File: src/rtl/hsvrgbw_pkg.sv
// ----------------------------------------------------------------------------
// hsvrgbw_pkg
// Shared types, constants and arithmetic helpers for the HSV to RGBW
// color converter.
// ----------------------------------------------------------------------------
package hsvrgbw_pkg;

    // Number of hue steps on the hexcone and the width of one segment.
    localparam logic [10:0] HEX_STEPS  = 11'd1530;
    localparam logic [10:0] SEG_W      = 11'd255;
    localparam logic [10:0] SEG_2      = 11'd510;
    localparam logic [10:0] SEG_3      = 11'd765;
    localparam logic [10:0] SEG_4      = 11'd1020;
    localparam logic [10:0] SEG_5      = 11'd1275;

    // Rounding offset for the hue scaling (one half of the 2^16 divisor).
    localparam logic [26:0] HUE_ROUND  = 27'd32768;

    localparam logic [7:0]  CHAN_FULL  = 8'd255;
    localparam logic [7:0]  CHAN_ZERO  = 8'd0;

    // Payload after the hue has been mapped onto the hexcone step.
    typedef struct packed {
        logic [10:0] step;
        logic [7:0]  saturation;
        logic [7:0]  value;
        logic [7:0]  white;
    } hue_step_t;

    // Pure primaries before saturation and value scaling.
    typedef struct packed {
        logic [7:0] red;
        logic [7:0] green;
        logic [7:0] blue;
        logic [7:0] saturation;
        logic [7:0] value;
        logic [7:0] white;
    } rgb_pure_t;

    // Channels after saturation scaling, waiting for value scaling.
    typedef struct packed {
        logic [7:0] red;
        logic [7:0] green;
        logic [7:0] blue;
        logic [7:0] value;
        logic [7:0] white;
    } rgb_sat_t;

    // Computes (a * (b + 1)) >> 8. The result never exceeds a.
    function automatic logic [7:0] mul_frac(input logic [7:0] a, input logic [7:0] b);
        logic [16:0] prod;
        prod = 17'(a) * (17'(b) + 17'd1);
        return prod[15:8];
    endfunction

endpackage

File: src/rtl/hsvrgbw_in_if.sv
// ----------------------------------------------------------------------------
// hsvrgbw_in_if
// HSV plus white request channel with a valid/ready handshake.
// ----------------------------------------------------------------------------
interface hsvrgbw_in_if;
    logic        valid;
    logic        ready;
    logic [15:0] hue;
    logic [7:0]  saturation;
    logic [7:0]  value;
    logic [7:0]  white_level;

    modport source (output valid, output hue, output saturation, output value,
                    output white_level, input ready);
    modport sink   (input valid, input hue, input saturation, input value,
                    input white_level, output ready);
endinterface

File: src/rtl/hsvrgbw_out_if.sv
// ----------------------------------------------------------------------------
// hsvrgbw_out_if
// RGBW result channel with a valid/ready handshake.
// ----------------------------------------------------------------------------
interface hsvrgbw_out_if;
    logic       valid;
    logic       ready;
    logic [7:0] red;
    logic [7:0] green;
    logic [7:0] blue;
    logic [7:0] white;

    modport source (output valid, output red, output green, output blue,
                    output white, input ready);
    modport sink   (input valid, input red, input green, input blue,
                    input white, output ready);
endinterface

File: src/rtl/hsvrgbw_hue_stage.sv
// ----------------------------------------------------------------------------
// hsvrgbw_hue_stage
// First two pipeline stages: rounds the 16-bit hue onto the 1530-step
// hexcone, then selects the pure primary ramps of its segment.
// ----------------------------------------------------------------------------
module hsvrgbw_hue_stage (
    input  logic                   clk,
    input  logic                   rst_n,
    hsvrgbw_in_if.sink             in_ch,
    output logic                   mid_valid,
    input  logic                   mid_ready,
    output hsvrgbw_pkg::rgb_pure_t mid_data
);
    import hsvrgbw_pkg::*;

    logic        s1_valid_reg;
    logic        s1_valid_next;
    hue_step_t   s1_data_reg;
    hue_step_t   s1_data_next;
    logic        s1_ready;

    logic        s2_valid_reg;
    logic        s2_valid_next;
    rgb_pure_t   s2_data_reg;
    rgb_pure_t   s2_data_next;
    logic        s2_ready;

    logic [26:0] hue_prod;

    // A stage can take new data when it is empty or its content moves on.
    assign s2_ready    = !s2_valid_reg || mid_ready;
    assign s1_ready    = !s1_valid_reg || s2_ready;
    assign in_ch.ready = s1_ready;

    // Stage 1: scale and round the hue onto the hexcone.
    always_comb
    begin
        hue_prod                = 27'(in_ch.hue) * 27'(HEX_STEPS) + HUE_ROUND;
        s1_data_next.step       = hue_prod[26:16];
        s1_data_next.saturation = in_ch.saturation;
        s1_data_next.value      = in_ch.value;
        s1_data_next.white      = in_ch.white_level;
        s1_valid_next           = s1_ready ? in_ch.valid : s1_valid_reg;
    end

    // Stage 2: pick the ramps of the segment that holds the step.
    always_comb
    begin
        s2_data_next.saturation = s1_data_reg.saturation;
        s2_data_next.value      = s1_data_reg.value;
        s2_data_next.white      = s1_data_reg.white;
        if (s1_data_reg.step < SEG_W)
        begin
            s2_data_next.red   = CHAN_FULL;
            s2_data_next.green = s1_data_reg.step[7:0];
            s2_data_next.blue  = CHAN_ZERO;
        end
        else if (s1_data_reg.step < SEG_2)
        begin
            s2_data_next.red   = 8'(SEG_2 - s1_data_reg.step);
            s2_data_next.green = CHAN_FULL;
            s2_data_next.blue  = CHAN_ZERO;
        end
        else if (s1_data_reg.step < SEG_3)
        begin
            s2_data_next.red   = CHAN_ZERO;
            s2_data_next.green = CHAN_FULL;
            s2_data_next.blue  = 8'(s1_data_reg.step - SEG_2);
        end
        else if (s1_data_reg.step < SEG_4)
        begin
            s2_data_next.red   = CHAN_ZERO;
            s2_data_next.green = 8'(SEG_4 - s1_data_reg.step);
            s2_data_next.blue  = CHAN_FULL;
        end
        else if (s1_data_reg.step < SEG_5)
        begin
            s2_data_next.red   = 8'(s1_data_reg.step - SEG_4);
            s2_data_next.green = CHAN_ZERO;
            s2_data_next.blue  = CHAN_FULL;
        end
        else if (s1_data_reg.step < HEX_STEPS)
        begin
            s2_data_next.red   = CHAN_FULL;
            s2_data_next.green = CHAN_ZERO;
            s2_data_next.blue  = 8'(HEX_STEPS - s1_data_reg.step);
        end
        else
        begin
            // The top step wraps around to pure red.
            s2_data_next.red   = CHAN_FULL;
            s2_data_next.green = CHAN_ZERO;
            s2_data_next.blue  = CHAN_ZERO;
        end
        s2_valid_next = s2_ready ? s1_valid_reg : s2_valid_reg;
    end

    // Valid bits.
    always_ff @(posedge clk or negedge rst_n)
    begin
        if (!rst_n)
        begin
            s1_valid_reg <= 1'b0;
            s2_valid_reg <= 1'b0;
        end
        else
        begin
            s1_valid_reg <= s1_valid_next;
            s2_valid_reg <= s2_valid_next;
        end
    end

    // Payload registers load only when their stage advances.
    always_ff @(posedge clk)
    begin
        if (s1_ready)
        begin
            s1_data_reg <= s1_data_next;
        end
        if (s2_ready)
        begin
            s2_data_reg <= s2_data_next;
        end
    end

    assign mid_valid = s2_valid_reg;
    assign mid_data  = s2_data_reg;

    // A stalled stage 2 keeps its request intact.
    a_s2_hold: assert property (@(posedge clk) disable iff (!rst_n)
        s2_valid_reg && !mid_ready |=> s2_valid_reg && $stable(s2_data_reg))
        else $error("hue stage output changed while stalled");

    // Every hexcone color has one full and one empty primary.
    a_s2_hexcone: assert property (@(posedge clk) disable iff (!rst_n)
        s2_valid_reg |->
            (s2_data_reg.red == CHAN_FULL || s2_data_reg.green == CHAN_FULL ||
             s2_data_reg.blue == CHAN_FULL) &&
            (s2_data_reg.red == CHAN_ZERO || s2_data_reg.green == CHAN_ZERO ||
             s2_data_reg.blue == CHAN_ZERO))
        else $error("pure color lacks a full or an empty primary");

    // Back pressure reaches the input only when stages 1 and 2 are both occupied.
    a_s1_ready: assert property (@(posedge clk) disable iff (!rst_n)
        !in_ch.ready |-> s1_valid_reg && s2_valid_reg)
        else $error("input stalled with an empty pipeline stage");

endmodule

File: src/rtl/hsvrgbw_scale_stage.sv
// ----------------------------------------------------------------------------
// hsvrgbw_scale_stage
// Last two pipeline stages: blends each primary toward white by the
// saturation, then scales it by the value. Stage 4 is the output register.
// ----------------------------------------------------------------------------
module hsvrgbw_scale_stage (
    input  logic                   clk,
    input  logic                   rst_n,
    input  logic                   mid_valid,
    output logic                   mid_ready,
    input  hsvrgbw_pkg::rgb_pure_t mid_data,
    hsvrgbw_out_if.source          out_ch
);
    import hsvrgbw_pkg::*;

    logic       s3_valid_reg;
    logic       s3_valid_next;
    rgb_sat_t   s3_data_reg;
    rgb_sat_t   s3_data_next;
    logic       s3_ready;

    logic       s4_valid_reg;
    logic       s4_valid_next;
    logic [7:0] s4_red_reg;
    logic [7:0] s4_green_reg;
    logic [7:0] s4_blue_reg;
    logic [7:0] s4_white_reg;
    logic [7:0] s4_red_next;
    logic [7:0] s4_green_next;
    logic [7:0] s4_blue_next;
    logic       s4_ready;

    logic [7:0] sat_floor;

    assign s4_ready  = !s4_valid_reg || out_ch.ready;
    assign s3_ready  = !s3_valid_reg || s4_ready;
    assign mid_ready = s3_ready;

    // Stage 3: saturation blend. The scaled part stays at or below the
    // saturation, so adding the grey floor never carries past 8 bits.
    always_comb
    begin
        sat_floor          = CHAN_FULL - mid_data.saturation;
        s3_data_next.red   = mul_frac(mid_data.red, mid_data.saturation) + sat_floor;
        s3_data_next.green = mul_frac(mid_data.green, mid_data.saturation) + sat_floor;
        s3_data_next.blue  = mul_frac(mid_data.blue, mid_data.saturation) + sat_floor;
        s3_data_next.value = mid_data.value;
        s3_data_next.white = mid_data.white;
        s3_valid_next      = s3_ready ? mid_valid : s3_valid_reg;
    end

    // Stage 4: value scaling into the output register.
    always_comb
    begin
        s4_red_next   = mul_frac(s3_data_reg.red, s3_data_reg.value);
        s4_green_next = mul_frac(s3_data_reg.green, s3_data_reg.value);
        s4_blue_next  = mul_frac(s3_data_reg.blue, s3_data_reg.value);
        s4_valid_next = s4_ready ? s3_valid_reg : s4_valid_reg;
    end

    // Valid bits.
    always_ff @(posedge clk or negedge rst_n)
    begin
        if (!rst_n)
        begin
            s3_valid_reg <= 1'b0;
            s4_valid_reg <= 1'b0;
        end
        else
        begin
            s3_valid_reg <= s3_valid_next;
            s4_valid_reg <= s4_valid_next;
        end
    end

    // Payload registers.
    always_ff @(posedge clk)
    begin
        if (s3_ready)
        begin
            s3_data_reg <= s3_data_next;
        end
        if (s4_ready)
        begin
            s4_red_reg   <= s4_red_next;
            s4_green_reg <= s4_green_next;
            s4_blue_reg  <= s4_blue_next;
            s4_white_reg <= s3_data_reg.white;
        end
    end

    assign out_ch.valid = s4_valid_reg;
    assign out_ch.red   = s4_red_reg;
    assign out_ch.green = s4_green_reg;
    assign out_ch.blue  = s4_blue_reg;
    assign out_ch.white = s4_white_reg;

    // After the saturation blend no channel lies below the grey floor.
    a_s3_floor: assert property (@(posedge clk) disable iff (!rst_n)
        mid_valid && s3_ready |=>
            s3_data_reg.red >= $past(sat_floor) &&
            s3_data_reg.green >= $past(sat_floor) &&
            s3_data_reg.blue >= $past(sat_floor))
        else $error("saturation blend fell below the grey floor");

    // Value scaling never brightens a channel.
    a_s4_dim: assert property (@(posedge clk) disable iff (!rst_n)
        s3_valid_reg && s4_ready |=>
            s4_red_reg <= $past(s3_data_reg.red) &&
            s4_green_reg <= $past(s3_data_reg.green) &&
            s4_blue_reg <= $past(s3_data_reg.blue))
        else $error("value scaling raised a channel");

    // Stage 3 is held whenever the output register is stalled and full.
    a_s3_hold: assert property (@(posedge clk) disable iff (!rst_n)
        s3_valid_reg && !s4_ready |=> s3_valid_reg && $stable(s3_data_reg))
        else $error("saturation stage changed while stalled");

endmodule

File: src/rtl/hsv_to_rgbw_color_top.sv
// ----------------------------------------------------------------------------
// hsv_to_rgbw_color_top
// HSV plus white to RGBW color converter on an 8-bit hexcone.
// ----------------------------------------------------------------------------
// Usage:
//   Requests enter on in_ch (hue, saturation, value, white_level) and
//   results leave on out_ch (red, green, blue, white). Both channels use a
//   valid/ready handshake; a request moves on an edge with both high.
//   The pipeline has four register stages: hue rounding (a 16 x 11 bit
//   multiply), segment ramp selection, saturation blend and value scaling
//   (three 8 x 9 bit multiplies each). An accepted request passes through
//   these stages in that order to its result on out_ch, and one request is
//   accepted every cycle in steady state while out_ch.ready stays high.
//   Each stage holds a valid bit and advances when it is empty or its
//   content moves on, so a receiver stall freezes the full stages behind
//   the output register while empty stages keep filling; in_ch.ready drops
//   only once all four stages hold requests. Nothing is lost or repeated.
//   Reset clears all valid bits; the block is ready in the first cycle
//   after reset is released. There is no configuration and no state
//   carried between requests.
// ----------------------------------------------------------------------------
module hsv_to_rgbw_color_top (
    input  logic          clk,
    input  logic          rst_n,
    hsvrgbw_in_if.sink    in_ch,
    hsvrgbw_out_if.source out_ch
);
    import hsvrgbw_pkg::*;

    logic      mid_valid;
    logic      mid_ready;
    rgb_pure_t mid_data;

    // Hue to pure primaries.
    hsvrgbw_hue_stage u_hue (
        .clk       (clk),
        .rst_n     (rst_n),
        .in_ch     (in_ch),
        .mid_valid (mid_valid),
        .mid_ready (mid_ready),
        .mid_data  (mid_data)
    );

    // Saturation and value scaling.
    hsvrgbw_scale_stage u_scale (
        .clk       (clk),
        .rst_n     (rst_n),
        .mid_valid (mid_valid),
        .mid_ready (mid_ready),
        .mid_data  (mid_data),
        .out_ch    (out_ch)
    );

endmodule
File: src/flat_wrapper.sv
// flat-port wrapper written by rule: the top's interface ports become plain ports
module hsv_to_rgbw_color_top_flat import hsvrgbw_pkg::*;
  (clk, rst_n, in_ch_valid, in_ch_hue, in_ch_saturation, in_ch_value, in_ch_white_level, in_ch_ready, out_ch_valid, out_ch_red, out_ch_green, out_ch_blue, out_ch_white, out_ch_ready);
  hsvrgbw_in_if in_ch_i ();
  hsvrgbw_out_if out_ch_i ();
  input  logic clk;
  input  logic rst_n;
  input wire logic [$bits(in_ch_i.valid)-1:0] in_ch_valid;
  input wire logic [$bits(in_ch_i.hue)-1:0] in_ch_hue;
  input wire logic [$bits(in_ch_i.saturation)-1:0] in_ch_saturation;
  input wire logic [$bits(in_ch_i.value)-1:0] in_ch_value;
  input wire logic [$bits(in_ch_i.white_level)-1:0] in_ch_white_level;
  output wire logic [$bits(in_ch_i.ready)-1:0] in_ch_ready;
  output wire logic [$bits(out_ch_i.valid)-1:0] out_ch_valid;
  output wire logic [$bits(out_ch_i.red)-1:0] out_ch_red;
  output wire logic [$bits(out_ch_i.green)-1:0] out_ch_green;
  output wire logic [$bits(out_ch_i.blue)-1:0] out_ch_blue;
  output wire logic [$bits(out_ch_i.white)-1:0] out_ch_white;
  input wire logic [$bits(out_ch_i.ready)-1:0] out_ch_ready;
  assign in_ch_i.valid = in_ch_valid;
  assign in_ch_i.hue = in_ch_hue;
  assign in_ch_i.saturation = in_ch_saturation;
  assign in_ch_i.value = in_ch_value;
  assign in_ch_i.white_level = in_ch_white_level;
  assign in_ch_ready = in_ch_i.ready;
  assign out_ch_valid = out_ch_i.valid;
  assign out_ch_red = out_ch_i.red;
  assign out_ch_green = out_ch_i.green;
  assign out_ch_blue = out_ch_i.blue;
  assign out_ch_white = out_ch_i.white;
  assign out_ch_i.ready = out_ch_ready;
  hsv_to_rgbw_color_top u_core (.clk(clk), .rst_n(rst_n), .in_ch(in_ch_i), .out_ch(out_ch_i));
endmodule
File: config.mk
export PLATFORM = sky130hd
export DESIGN_NAME = hsv_to_rgbw_color_top_flat
export DESIGN_NICKNAME = d
export VERILOG_FILES = /design/src/rtl/hsvrgbw_pkg.sv /design/src/rtl/hsvrgbw_in_if.sv /design/src/rtl/hsvrgbw_out_if.sv /design/src/rtl/hsvrgbw_hue_stage.sv /design/src/rtl/hsvrgbw_scale_stage.sv /design/src/rtl/hsv_to_rgbw_color_top.sv /design/src/flat_wrapper.sv
export SDC_FILE = /design/constraint.sdc
export NUM_CORES = 1
export LEC_CHECK = 0
export BUFFER_PORTS_ARGS = -buffer_cell sky130_fd_sc_hd__buf_4
export CORE_MARGIN = 5
export CORE_UTILIZATION = 55
export DETAILED_ROUTE_END_ITERATION = 10
export GPL_ROUTABILITY_DRIVEN = 0
export PLACE_DENSITY = 0.7
export SLEW_MARGIN = 10
export SYNTH_ARGS = -nofsm -noshare
export SYNTH_HDL_FRONTEND = slang
export SYNTH_SLANG_ARGS = --single-unit
File: constraint.sdc
create_clock -name clk -period 17.15 [get_ports clk]
set_input_delay 4.2875 -clock clk [delete_from_list [all_inputs] [get_ports clk]]
set_output_delay 4.2875 -clock clk [all_outputs]
set_load 0.005 [all_outputs]
== Word-level counts from Yosys, hierarchy flattened ==
Index checks and enable logic that the tools add are counted.
Storage, ports and cells
  register bits: 159
  word-level logic and storage cells: 63
Operators by class
  reduce and logical (&&, ||, !) cells: 9
  add/sub/neg operators: 12
  order comparisons: 6
  $mul: 7
  mux-type cells: 6
Operators by type and width (count)
  $mux 24: 4
  $mul 8x17->16: 4
  $mul 8x9->16: 2
  $sub 8x8->8 const A: 4
  $add 27x16->27 const B: 1
  $mul 16x10->26 const B: 1
  $add 8x8->8: 3
  $lt 11x10->1 const B: 2
  $lt 11x11->1 const B: 2
  $add 8x1->9 const B: 2
  $mux 16: 1
  $sub 8x8->8 const B: 2
  $lt 11x8->1 const B: 1
  $lt 11x9->1 const B: 1
  $mux 8: 1
  $logic_not 1->1: 4
  $logic_or 1x1->1: 4
  $reduce_or 2->1: 1

== Logic depth before layout (Yosys ltp) ==
Gate-level depths: netlist of run 1.
  depth in word-level cells: 7
  mapped depth: 29
  gate-level depth less buffers: 28

== By module ==
Synthesis of run 1 repeated with hierarchy kept, for this count alone.
Second synthesis, totals
  cell total of the unflattened synthesis: 2273
  area, all modules: 23088.4 um^2
By module, submodules not included
  hsvrgbw_scale_stage: area each 15581.2 um^2, cells each 1612, times used 1
  hsvrgbw_hue_stage: area each 7507.2 um^2, cells each 661, times used 1

== Worst setup path after synthesis of run 1 ==
OpenSTA, ideal clock, no wires.
  path kind: input-to-output
  start: input out_ch_ready
  end: output in_ch_ready
  setup slack: 7.273 ns
  arrival: 5.589 ns
  required time: 12.862 ns
  stages on the path: 2
  path buffers: 0
  cell sequence: nor2b_1 nand4_1
Between the ends
  cells in the longest elaborated chain, start to end: 4
RTL lines
  start, declared: line flat_wrapper.sv:19  | input wire logic [$bits(out_ch_i.ready)-1:0] out_ch_ready;
  $logic_or 1x1->1: line hsvrgbw_scale_stage.sv:35  | assign s4_ready = !s4_valid_reg || out_ch.ready;
  $logic_or 1x1->1: line hsvrgbw_scale_stage.sv:36  | assign s3_ready = !s3_valid_reg || s4_ready;
  $logic_or 1x1->1: line hsvrgbw_hue_stage.sv:31  | assign s2_ready = !s2_valid_reg || mid_ready;
  $logic_or 1x1->1: line hsvrgbw_hue_stage.sv:32  | assign s1_ready = !s1_valid_reg || s2_ready;
  end, declared: line flat_wrapper.sv:13  | output wire logic [$bits(in_ch_i.ready)-1:0] in_ch_ready;
No other way between the ends.

== Final worst setup path of run 1 ==
  start: input in_ch_hue[6]
  end: register u_core.u_hue.s1_data_reg[27] (netlist name) (data pin)
Between the ends
  cells in the longest elaborated chain, start to end: 2
RTL lines
  start, declared: line flat_wrapper.sv:9  | input wire logic [$bits(in_ch_i.hue)-1:0] in_ch_hue;
  $mul 16x10->26: line hsvrgbw_hue_stage.sv:38  | hue_prod = 27'(in_ch.hue) * 27'(HEX_STEPS) + HUE_ROUND;
  $add 27x16->27: line hsvrgbw_hue_stage.sv:38
  net u_core.u_hue.hue_prod[19]: line hsvrgbw_hue_stage.sv:28  | logic [26:0] hue_prod;
  end signal, assigned: line hsvrgbw_hue_stage.sv:118  | s1_data_reg <= s1_data_next;
  end, declared: line hsvrgbw_hue_stage.sv:18  | hue_step_t s1_data_reg;
The timed path passes the listed nets, and every way through them passes these cells.
A chain may end at the register's enable or synchronous reset.

==> flow_metrics.env, run 1 <==
export IMPL_status="finished, final reports clean"
export IMPL_synth_edf_count=155
export IMPL_clock_sinks=159
export IMPL_reg2reg_to="u_core.u_scale.s3_data_reg[31]"
export IMPL_clock_path_buffers=2
export IMPL_routed_via_density=5.35
export IMPL_r2r_cells=27
export IMPL_r2r_start="u_core.u_hue.mid_data[17]"
export IMPL_post_cts_setup_buffers=0
export IMPL_placed_area_um2=23900
export IMPL_slew_headroom_pct=9.52
export IMPL_holdPathEnd="u_core.u_hue.mid_data[7]"
export IMPL_grt_antenna_before_repair=0
export IMPL_port_buffer_count=77
export IMPL_io_pins=78
export IMPL_hold_buffers=0
export IMPL_wire_per_inst_um=16.1
export IMPL_drc=0
export IMPL_overflow=0
export IMPL_postRouteAntennaNets=0
export IMPL_worstPathArrival_ns=10.07
export IMPL_htreeDepth=4
export IMPL_cts_resized=0
export IMPL_vias=15361
export IMPL_maxClockFrequency_mhz=101
export IMPL_track_usage_pct=21.7
export IMPL_syn_nets=2948
export IMPL_worstSkewPairLatency_ns=0.47
export IMPL_dp_hpwl_um=37300
export IMPL_largest_reg_flops=48
export IMPL_use_met2_pct=39.0
export IMPL_setup_viol=0
export IMPL_nets=2994
export IMPL_grt_max_degree=46
export IMPL_dp_slack_ns=6.86
export IMPL_drt_initial_drc_count=1029
export IMPL_path_class="in -> reg"
export IMPL_yosysSeqAreaShare_pct=20.8
export IMPL_layout_min_cycle_time_ns=9.86
export IMPL_die_area_um2=45600
export IMPL_drv_slew=0
export IMPL_period_share_pct=57.5
export IMPL_grt_pass1_wl_um=79700
export IMPL_cts_buffers=17
export IMPL_yosysWarnings=0
export IMPL_die_h_um=214
export IMPL_hold_class="reg -> reg"
export IMPL_synth_area_per_cell_um2=10.0
export IMPL_cp_start_kind="input port"
export IMPL_netlist_area_um2=22800
export IMPL_wirelength_um=46200
export IMPL_top_usage_layer="met2"
export IMPL_hp_start="u_core.u_hue.s1_data_reg[7]"
export IMPL_final_area_um2=24500
export IMPL_drtPass1Iterations=5
export IMPL_cts_tree="yes"
export IMPL_clockRootBuffer="clkbuf_16"
export IMPL_synth_cell_types=62
export IMPL_crit_path_max_fanout=5
export IMPL_reg2reg_setup_slack_ns=10.22
export IMPL_antennaDiodeCount=0
export IMPL_fin_skew_ns=0.0115
export IMPL_min_path_cells=0
export IMPL_hold_ws_ns=0.417
export IMPL_die_width_um=214
export IMPL_critPathRequiredTime_ns=17.36
export IMPL_setup_slack_ns=7.29
export IMPL_async_flop_share_pct=2.52
export IMPL_path_clk_slew_ns=0.07
export IMPL_hold_viol_final=0
export IMPL_start_util_pct=55.7
export IMPL_setup_tns_ns=0
export IMPL_row_count=74
export IMPL_drive_gt1_share_pct=6.20
export IMPL_synthToLayoutAreaGrowth_pct=7.53
export IMPL_grtUsageMet1_pct=27.0
export IMPL_crit_path_end_kind="register"
export IMPL_worst_pin_slew_ns=1.35
export IMPL_gr_usage_met3_pct=3.63
export IMPL_ys_seq_elements=159
export IMPL_ys_dominant_reg_cell="edfxtp_1"
export IMPL_design_core_area_um2=40900
export IMPL_syn_inst=2280
export IMPL_rsz0062_at_grt="no"
export IMPL_drv_cap=0
export IMPL_first_global_vias=16675
==> per-layer routing <==
metal,vias to the layer above,share of wire (%),wire length [um]
li1,7288,-,-
met1,7672,41,19200
met2,322,52,24100
met3,79,4.3,1980
met4,0,2.1,984
met5,-,0,0
==> cell usage after synthesis (44+ instances only) <==
master    instances  area [um^2]
a21oi_1          66          330
and2_1          228         1430
clkbuf_1         55          206
edfxtp_1        155         4650
fa_1            321         6430
ha_1            303         3790
inv_1           466         1750
nand2_1         200          751
nor2_1           55          206
nor2b_1          44          275
xnor2_1          90          788
xor2_1           45          394
==> placed cells by master (no fill, tap or decap), types with 21 or more instances in the layout <==
cell type	Yosys	routed
fa_1	321	321
nor2b_1	44	44
buf_4	3	96
o21ai_0	27	27
a21o_1	21	21
edfxtp_1	155	155
ha_1	303	303
nand2_1	200	199
and2_1	228	228
inv_1	466	466
nor3_1	22	22
xnor2_1	90	88
xor2_1	45	45
nand3_1	25	24
a21oi_1	66	66
nor2_1	55	55
==> worst max path at each step <==
stage,startpoint,endpoint,slack (ns),cells past startpoint
6_report,in_ch_hue[6],u_core.u_hue.s1_data_reg[27],7.29,24
5_1_grt,in_ch_hue[6],u_core.u_hue.s1_data_reg[27],6.97,24
4_1_cts,in_ch_hue[6],u_core.u_hue.s1_data_reg[27],7.38,24
3_5_place_dp,in_ch_hue[6],u_core.u_hue.s1_data_reg[27],6.86,24
3_3_place_gp,in_ch_hue[6],u_core.u_hue.s1_data_reg[27],6.96,24
2_1_floorplan,out_ch_ready,in_ch_ready,7.27,2
==> cell families after synthesis <==
kind of cell / after synthesis / synth area share (%)
adder cells (fa/ha/maj): 624 / 44.8
AND/OR/NAND/NOR: 620 / 14.1
buffers and inverters: 535 / 8.88
AO/OA/AOI/OAI: 206 / 6.17
flip-flops: 159 / 20.8
XOR/XNOR: 135 / 5.18
multiplexers: 1 / 0.0494
==> cell type report <==
cell class                      count  area, um^2
Fill cell                        3427       16400
Timing Repair Buffer               96         721
Multi-Input combinational cell   1586       16100
Tap cell                          532         666
Clock buffer                       19         433
Clock inverter                     13         153
Inverter                          466        1750
Sequential cell                   159        4750
==> metrics by stage <==
| stage | util (%) | std cells |
|---|---|---|
| after floorplan | - | 2280 |
| after global placement | 58.5 | 2839 |
| after detailed placement | 58.5 | 2839 |
| after CTS | 59.9 | 2871 |
| after global routing | 59.9 | 2871 |
| final | 59.9 | 2871 |
==> worst max-delay path, stage by stage <==
cell	delay (ns)
buf_4	0.14
inv_1	0.20
fa_1	0.49
fa_1	0.50
inv_1	0.06
fa_1	0.50
fa_1	0.54
inv_1	0.05
fa_1	0.49
inv_1	0.04
ha_1	0.31
nand4_1	0.13
or2_1	0.26
o211ai_1	0.36
a21oi_1	0.17
nor2b_1	0.14
nor2_1	0.06
xnor2_1	0.15
ha_1	0.16
inv_1	0.08
or4_1	0.54
a21oi_1	0.15
o21ai_0	0.11
xor2_1	0.15
Power of run 1 is left out: the tool's default activity adds up to more than one toggle a clock period on the data nets, which glitch-free logic cannot reach.
==> inputs of run 2 (changes only) <==
- PLACE_DENSITY: 0.7 -> 0.73
- clock period: 17.15 -> 8.1 ns (I/O delays scaled with it)
==> flow_metrics.env, run 2 (synthesis results as in run 1) <==
export IMPL_status="finished, final reports clean"
export IMPL_final_fill_count=3352
export IMPL_cts_tree="yes"
export IMPL_first_global_vias=17185
export IMPL_largest_reg_flops=48
export IMPL_drive_gt1_share_pct=6.45
export IMPL_slew_headroom_pct=23.2
export IMPL_crit_path_end_kind="register"
export IMPL_hold_buffers=0
export IMPL_grt_max_degree=44
export IMPL_multi_input_area_um2=16100
export IMPL_hold_class="reg -> reg"
export IMPL_cts_buffers=17
export IMPL_layout_min_cycle_time_ns=7.59
export IMPL_wirelength_um=46700
export IMPL_port_buffer_count=77
export IMPL_postRouteAntennaNets=0
export IMPL_track_usage_pct=21.8
export IMPL_die_h_um=214
export IMPL_clock_path_buffers=2
export IMPL_die_area_um2=45600
export IMPL_worstSkewPairLatency_ns=0.46
export IMPL_setup_tns_ns=0
export IMPL_routed_via_density=5.41
export IMPL_seq_area_um2=4750
export IMPL_synthToLayoutAreaGrowth_pct=7.83
export IMPL_critPathRequiredTime_ns=8.31
export IMPL_hold_viol_final=0
export IMPL_overflow=0
export IMPL_path_class="in -> reg"
export IMPL_path_clk_slew_ns=0.08
export IMPL_worst_pin_slew_ns=1.15
export IMPL_design_core_area_um2=40900
export IMPL_drt_initial_drc_count=856
export IMPL_clock_sinks=159
export IMPL_wire_per_inst_um=16.3
export IMPL_antennaDiodeCount=0
export IMPL_crit_chain="buf_4 > inv_1 > fa_1 > fa_1 > inv_1 > fa_1 > fa_1 > inv_1 > fa_1 > inv_1 > ha_1 > nand4_1 > or2_1 > o211ai_1 > a21oi_1 > nor2b_1 > nor2_1 > xnor2_1 > ha_1 > inv_1 > or4_1 > a21oi_1 > o21ai_0 > xor2_1"
export IMPL_row_count=74
export IMPL_grt_antenna_before_repair=0
export IMPL_clockRootBuffer="clkbuf_16"
export IMPL_period_share_pct=93.6
export IMPL_die_width_um=214
export IMPL_drv_cap=0
export IMPL_dp_hpwl_um=37600
export IMPL_rsz0062_at_grt="no"
export IMPL_grt_pass1_wl_um=80900
export IMPL_nets=2997
export IMPL_cts_resized=0
export IMPL_drv_slew=0
export IMPL_fin_skew_ns=0.0160
export IMPL_final_area_um2=24600
export IMPL_cp_start_kind="input port"
export IMPL_layout_cells_most_common="inv_1"
export IMPL_drc=0
export IMPL_vias=15540
export IMPL_htreeDepth=4
export IMPL_worstPathArrival_ns=7.79
export IMPL_maxClockFrequency_mhz=132
export IMPL_setup_viol=0
export IMPL_post_cts_setup_buffers=0
export IMPL_crit_path_max_fanout=5
export IMPL_start_util_pct=55.7
export IMPL_fin_util_pct=60.1
export IMPL_placed_area_um2=24000
export IMPL_cpMaxStageDelayCell="fa_1"
export IMPL_drtPass1Iterations=5
export IMPL_final_cell_mix="466 x inv_1, 321 x fa_1, 303 x ha_1"
export IMPL_slowest_delay_ns=0.54
export IMPL_io_pins=78
run 2: cell count changes in the layout (fill, tap and decap cells not counted):
cell / previous run / this run
o31ai_1: 1 / 0
clkinv_8: 2 / 3
clkinv_2: 1 / 0
o31ai_2: 0 / 1
clkbuf_1: 2 / 0
clkinv_4: 3 / 1
inv_8: 3 / 4
clkinvlp_4: 1 / 0
inv_12: 0 / 5
bufinv_16: 1 / 0
buf_4: 96 / 99
run 2: final cells by class:
cell class              count  share of cell area [%]
clock inverters            15                   0.819
inverters                 466                    7.11
well taps                 532                    2.71
flip-flops and latches    159                    19.3
multi-input cells        1586                    65.3
clock buffers              17                    1.73
repair buffers             99                    3.02
run 2: critical path, delay by kind of cell:
| family | cells | cell delay (ns) |
|---|---|---|
| fa+ha+maj | 7 | 2.99 |
| compound gates | 4 | 0.76 |
| simple gates | 5 | 1.14 |
| xor+xnor | 2 | 0.32 |
| buf+inv | 6 | 0.57 |
run 2: stage by stage:
step / cells / hold slack, ns / setup WS [ns]
2_1_floorplan: 2280 / 0.400 / 0.627
4_1_cts: 2874 / 0.418 / 0.529
6_report: 2874 / 0.417 / 0.515
5_1_grt: 2874 / 0.427 / 0.118
3_5_place_dp: 2842 / 0.405 / 0.0573
3_3_place_gp: 2842 / 0.401 / 0.164
run 2: routing by layer:
layer | up-vias | global-route usage (%) | wire [um]
li1 | 7291 | - | -
met4 | 0 | 7.50 | 1200
met5 | - | 0 | 0
met2 | 351 | 40.2 | 24600
met1 | 7818 | 26.6 | 19100
met3 | 80 | 2.55 | 1790
run 2: path summary, 6_finish.rpt:
check                                           from                        endpoint  slack, ns  cells after the start
setup / recovery                        in_ch_hue[6]    u_core.u_hue.s1_data_reg[27]       0.51                     24
setup reg to reg           u_core.u_hue.mid_data[17]  u_core.u_scale.s3_data_reg[31]       1.09                     27
hold reg to reg             u_core.u_hue.mid_data[9]   u_core.u_scale.s3_data_reg[9]       0.42                      0
max in group asynchronous                      rst_n       u_core.u_hue.s1_valid_reg       6.64                      1
hold / removal              u_core.u_hue.mid_data[9]   u_core.u_scale.s3_data_reg[9]       0.42                      0
min in group asynchronous                      rst_n          u_core.u_hue.mid_valid       1.35                      1
Power of run 2 is left out for the same reason.
==> inputs of run 3 (changes only) <==
- SYNTH_HIERARCHICAL: unset -> 1
==> flow_metrics.env, run 3 <==
export IMPL_status="finished, final reports clean"
export IMPL_first_global_vias=17167
export IMPL_nets=3002
export IMPL_final_fill_count=3408
export IMPL_path_class="in -> reg"
export IMPL_slew_headroom_pct=24.1
export IMPL_reg2reg_to="u_core/u_scale/s3_data_reg[31]"
export IMPL_wirelength_um=47100
export IMPL_grt_pass1_wl_um=81600
export IMPL_period_share_pct=90.1
export IMPL_crit_path_end="u_core/u_hue/s1_data_reg[34]"
export IMPL_synthToLayoutAreaGrowth_pct=7.83
export IMPL_dp_slack_ns=0.318
export IMPL_start_util_pct=55.3
export IMPL_grt_max_degree=45
export IMPL_ys_seq_elements=159
export IMPL_clock_path_buffers=2
export IMPL_routed_via_density=5.41
export IMPL_io_pins=78
export IMPL_worstSkewPairLatency_ns=0.45
export IMPL_synth_cell_types=77
export IMPL_drc=0
export IMPL_clockRootBuffer="clkbuf_16"
export IMPL_setup_viol=0
export IMPL_r2r_start="u_core/u_hue/mid_data[16]"
export IMPL_cts_resized=0
export IMPL_synth_top_cells_by_area="fa_1 28%, edfxtp_1 20%, ha_1 16%"
export IMPL_r2r_cells=26
export IMPL_yosysSeqAreaShare_pct=20.6
export IMPL_drt_initial_drc_count=767
export IMPL_critPathRequiredTime_ns=8.30
export IMPL_clock_sinks=159
export IMPL_layout_cells_most_common="inv_1"
export IMPL_final_area_um2=24900
export IMPL_cts_buffers=17
export IMPL_track_usage_pct=21.3
export IMPL_yosys_area_top_type="fa_1"
export IMPL_die_width_um=215
export IMPL_synth_top_area_share_pct=27.9
export IMPL_path_clk_slew_ns=0.07
export IMPL_synth_edf_count=155
export IMPL_final_cell_mix="450 x inv_1, 322 x fa_1, 304 x ha_1"
export IMPL_fin_skew_ns=0.0134
export IMPL_port_buffer_count=77
export IMPL_design_core_area_um2=41800
export IMPL_wire_per_inst_um=16.3
export IMPL_hold_class="reg -> reg"
export IMPL_reg2reg_setup_slack_ns=0.81
export IMPL_hold_viol_final=0
export IMPL_largest_reg_flops=48
export IMPL_crit_chain="buf_4 > inv_1 > fa_1 > inv_1 > fa_1 > fa_1 > fa_1 > inv_1 > fa_1 > inv_1 > ha_1 > a21oi_4 > o22ai_2 > a2111oi_4 > a21oi_4 > a41o_1 > xor2_2 > nand4_2 > o21a_1 > a211oi_2 > xnor2_1"
export IMPL_setup_tns_ns=0
export IMPL_yosysWarnings=6
export IMPL_grt_antenna_before_repair=0
export IMPL_overflow=0
export IMPL_async_flop_share_pct=2.52
export IMPL_drive_gt1_share_pct=7.80
export IMPL_crit_path_max_fanout=10
export IMPL_slowest_delay_ns=0.54
export IMPL_die_area_um2=46200
export IMPL_vias=15592
export IMPL_cpMaxStageDelayCell="fa_1"
export IMPL_placed_area_um2=24300
export IMPL_syn_nets=2943
export IMPL_post_cts_setup_buffers=0
export IMPL_drtPass1Iterations=5
export IMPL_maxClockFrequency_mhz=137
export IMPL_antennaDiodeCount=0
export IMPL_row_count=75
export IMPL_die_h_um=215
export IMPL_postRouteAntennaNets=0
export IMPL_drv_cap=0
export IMPL_layout_min_cycle_time_ns=7.30
export IMPL_setup_slack_ns=0.804
export IMPL_min_path_cells=0
export IMPL_crit_start="in_ch_hue[9]"
export IMPL_worst_pin_slew_ns=1.13
export IMPL_worstPathArrival_ns=7.49
export IMPL_dp_hpwl_um=38300
export IMPL_netlist_top_cells_count="450 x inv_1, 322 x fa_1, 304 x ha_1"
export IMPL_cts_tree="yes"
export IMPL_synthMostInstantiatedCell="inv_1"
export IMPL_syn_inst=2273
export IMPL_crit_path_end_kind="register"
export IMPL_netlist_area_um2=23100
export IMPL_hold_buffers=0
export IMPL_drv_slew=0
export IMPL_rsz0062_at_grt="no"
export IMPL_synth_area_per_cell_um2=10.2
export IMPL_crit_top_cell="fa_1"
export IMPL_ys_dominant_reg_cell="edfxtp_1"
export IMPL_cp_start_kind="input port"
export IMPL_htreeDepth=4
## run 3: cell types whose count changed in the layout (fill, tap and decap cells not counted), sizes merged, moves of 7 or more
cell | before | now
nand2b | 9 | 17
nand2 | 200 | 181
o211ai | 16 | 5
o21bai | 15 | 4
and2 | 228 | 251
nor2 | 56 | 72
o21ai | 29 | 36
inv | 477 | 457
## run 3: worst min path at each step
| stage | slack (ns) | startpoint | endpoint |
|---|---|---|---|
| after floorplan | 0.40 | u_core/u_hue/s1_data_reg[0] | u_core/u_hue/mid_data[0] |
| after global placement | 0.40 | u_core/u_hue/s1_data_reg[2] | u_core/u_hue/mid_data[2] |
| after detailed placement | 0.40 | u_core/u_hue/s1_data_reg[10] | u_core/u_hue/mid_data[10] |
| after CTS | 0.42 | u_core/u_hue/s1_data_reg[9] | u_core/u_hue/mid_data[9] |
| after global routing | 0.43 | u_core/u_hue/s1_data_reg[11] | u_core/u_hue/mid_data[11] |
| final | 0.42 | u_core/u_hue/s1_data_reg[9] | u_core/u_hue/mid_data[9] |
## run 3: kinds of logic after synthesis
kind of cell / synth area share (%)
compound gates: 6.48
flops: 20.6
fa+ha+maj: 44.4
buf+inv: 8.42
xor+xnor: 5.22
simple gates: 14.9
## run 3: final cells by class
cell class	count	area (um^2)	share of cell area (%)
inverters	450	1690	6.78
well taps	539	674	2.71
repair buffers	102	766	3.08
multi-input cells	1602	16400	65.9
clock inverters	15	188	0.754
flip-flops and latches	159	4750	19.1
clock buffers	17	425	1.71
## run 3: metrics by stage
stage,cells,utilization (%),hold WS [ns]
after floorplan,2273,-,0.400
after global placement,2852,58.1,0.400
after detailed placement,2852,58.1,0.405
after CTS,2884,59.6,0.421
after global routing,2884,59.6,0.426
final,2884,59.6,0.420
## run 3: routing by layer
metal	part of all wire, %	global-route usage, %	wire length, um	vias to the layer above
met3	3.9	2.86	1850	84
li1	-	-	-	7331
met1	42	26.4	19600	7820
met5	0	0	0	-
met2	52	38.8	24400	357
met4	2.6	6.81	1250	0
## run 3: critical path: cells and delay by family
family	cells	cell delay, ns
AOI/OAI and AO/OA	7	1.62
and+or+nand+nor	1	0.13
adders and majority gates	6	2.89
buffers and inverters	5	0.51
xor gates and xnor gates	2	0.30
Power of run 3 is left out for the same reason.
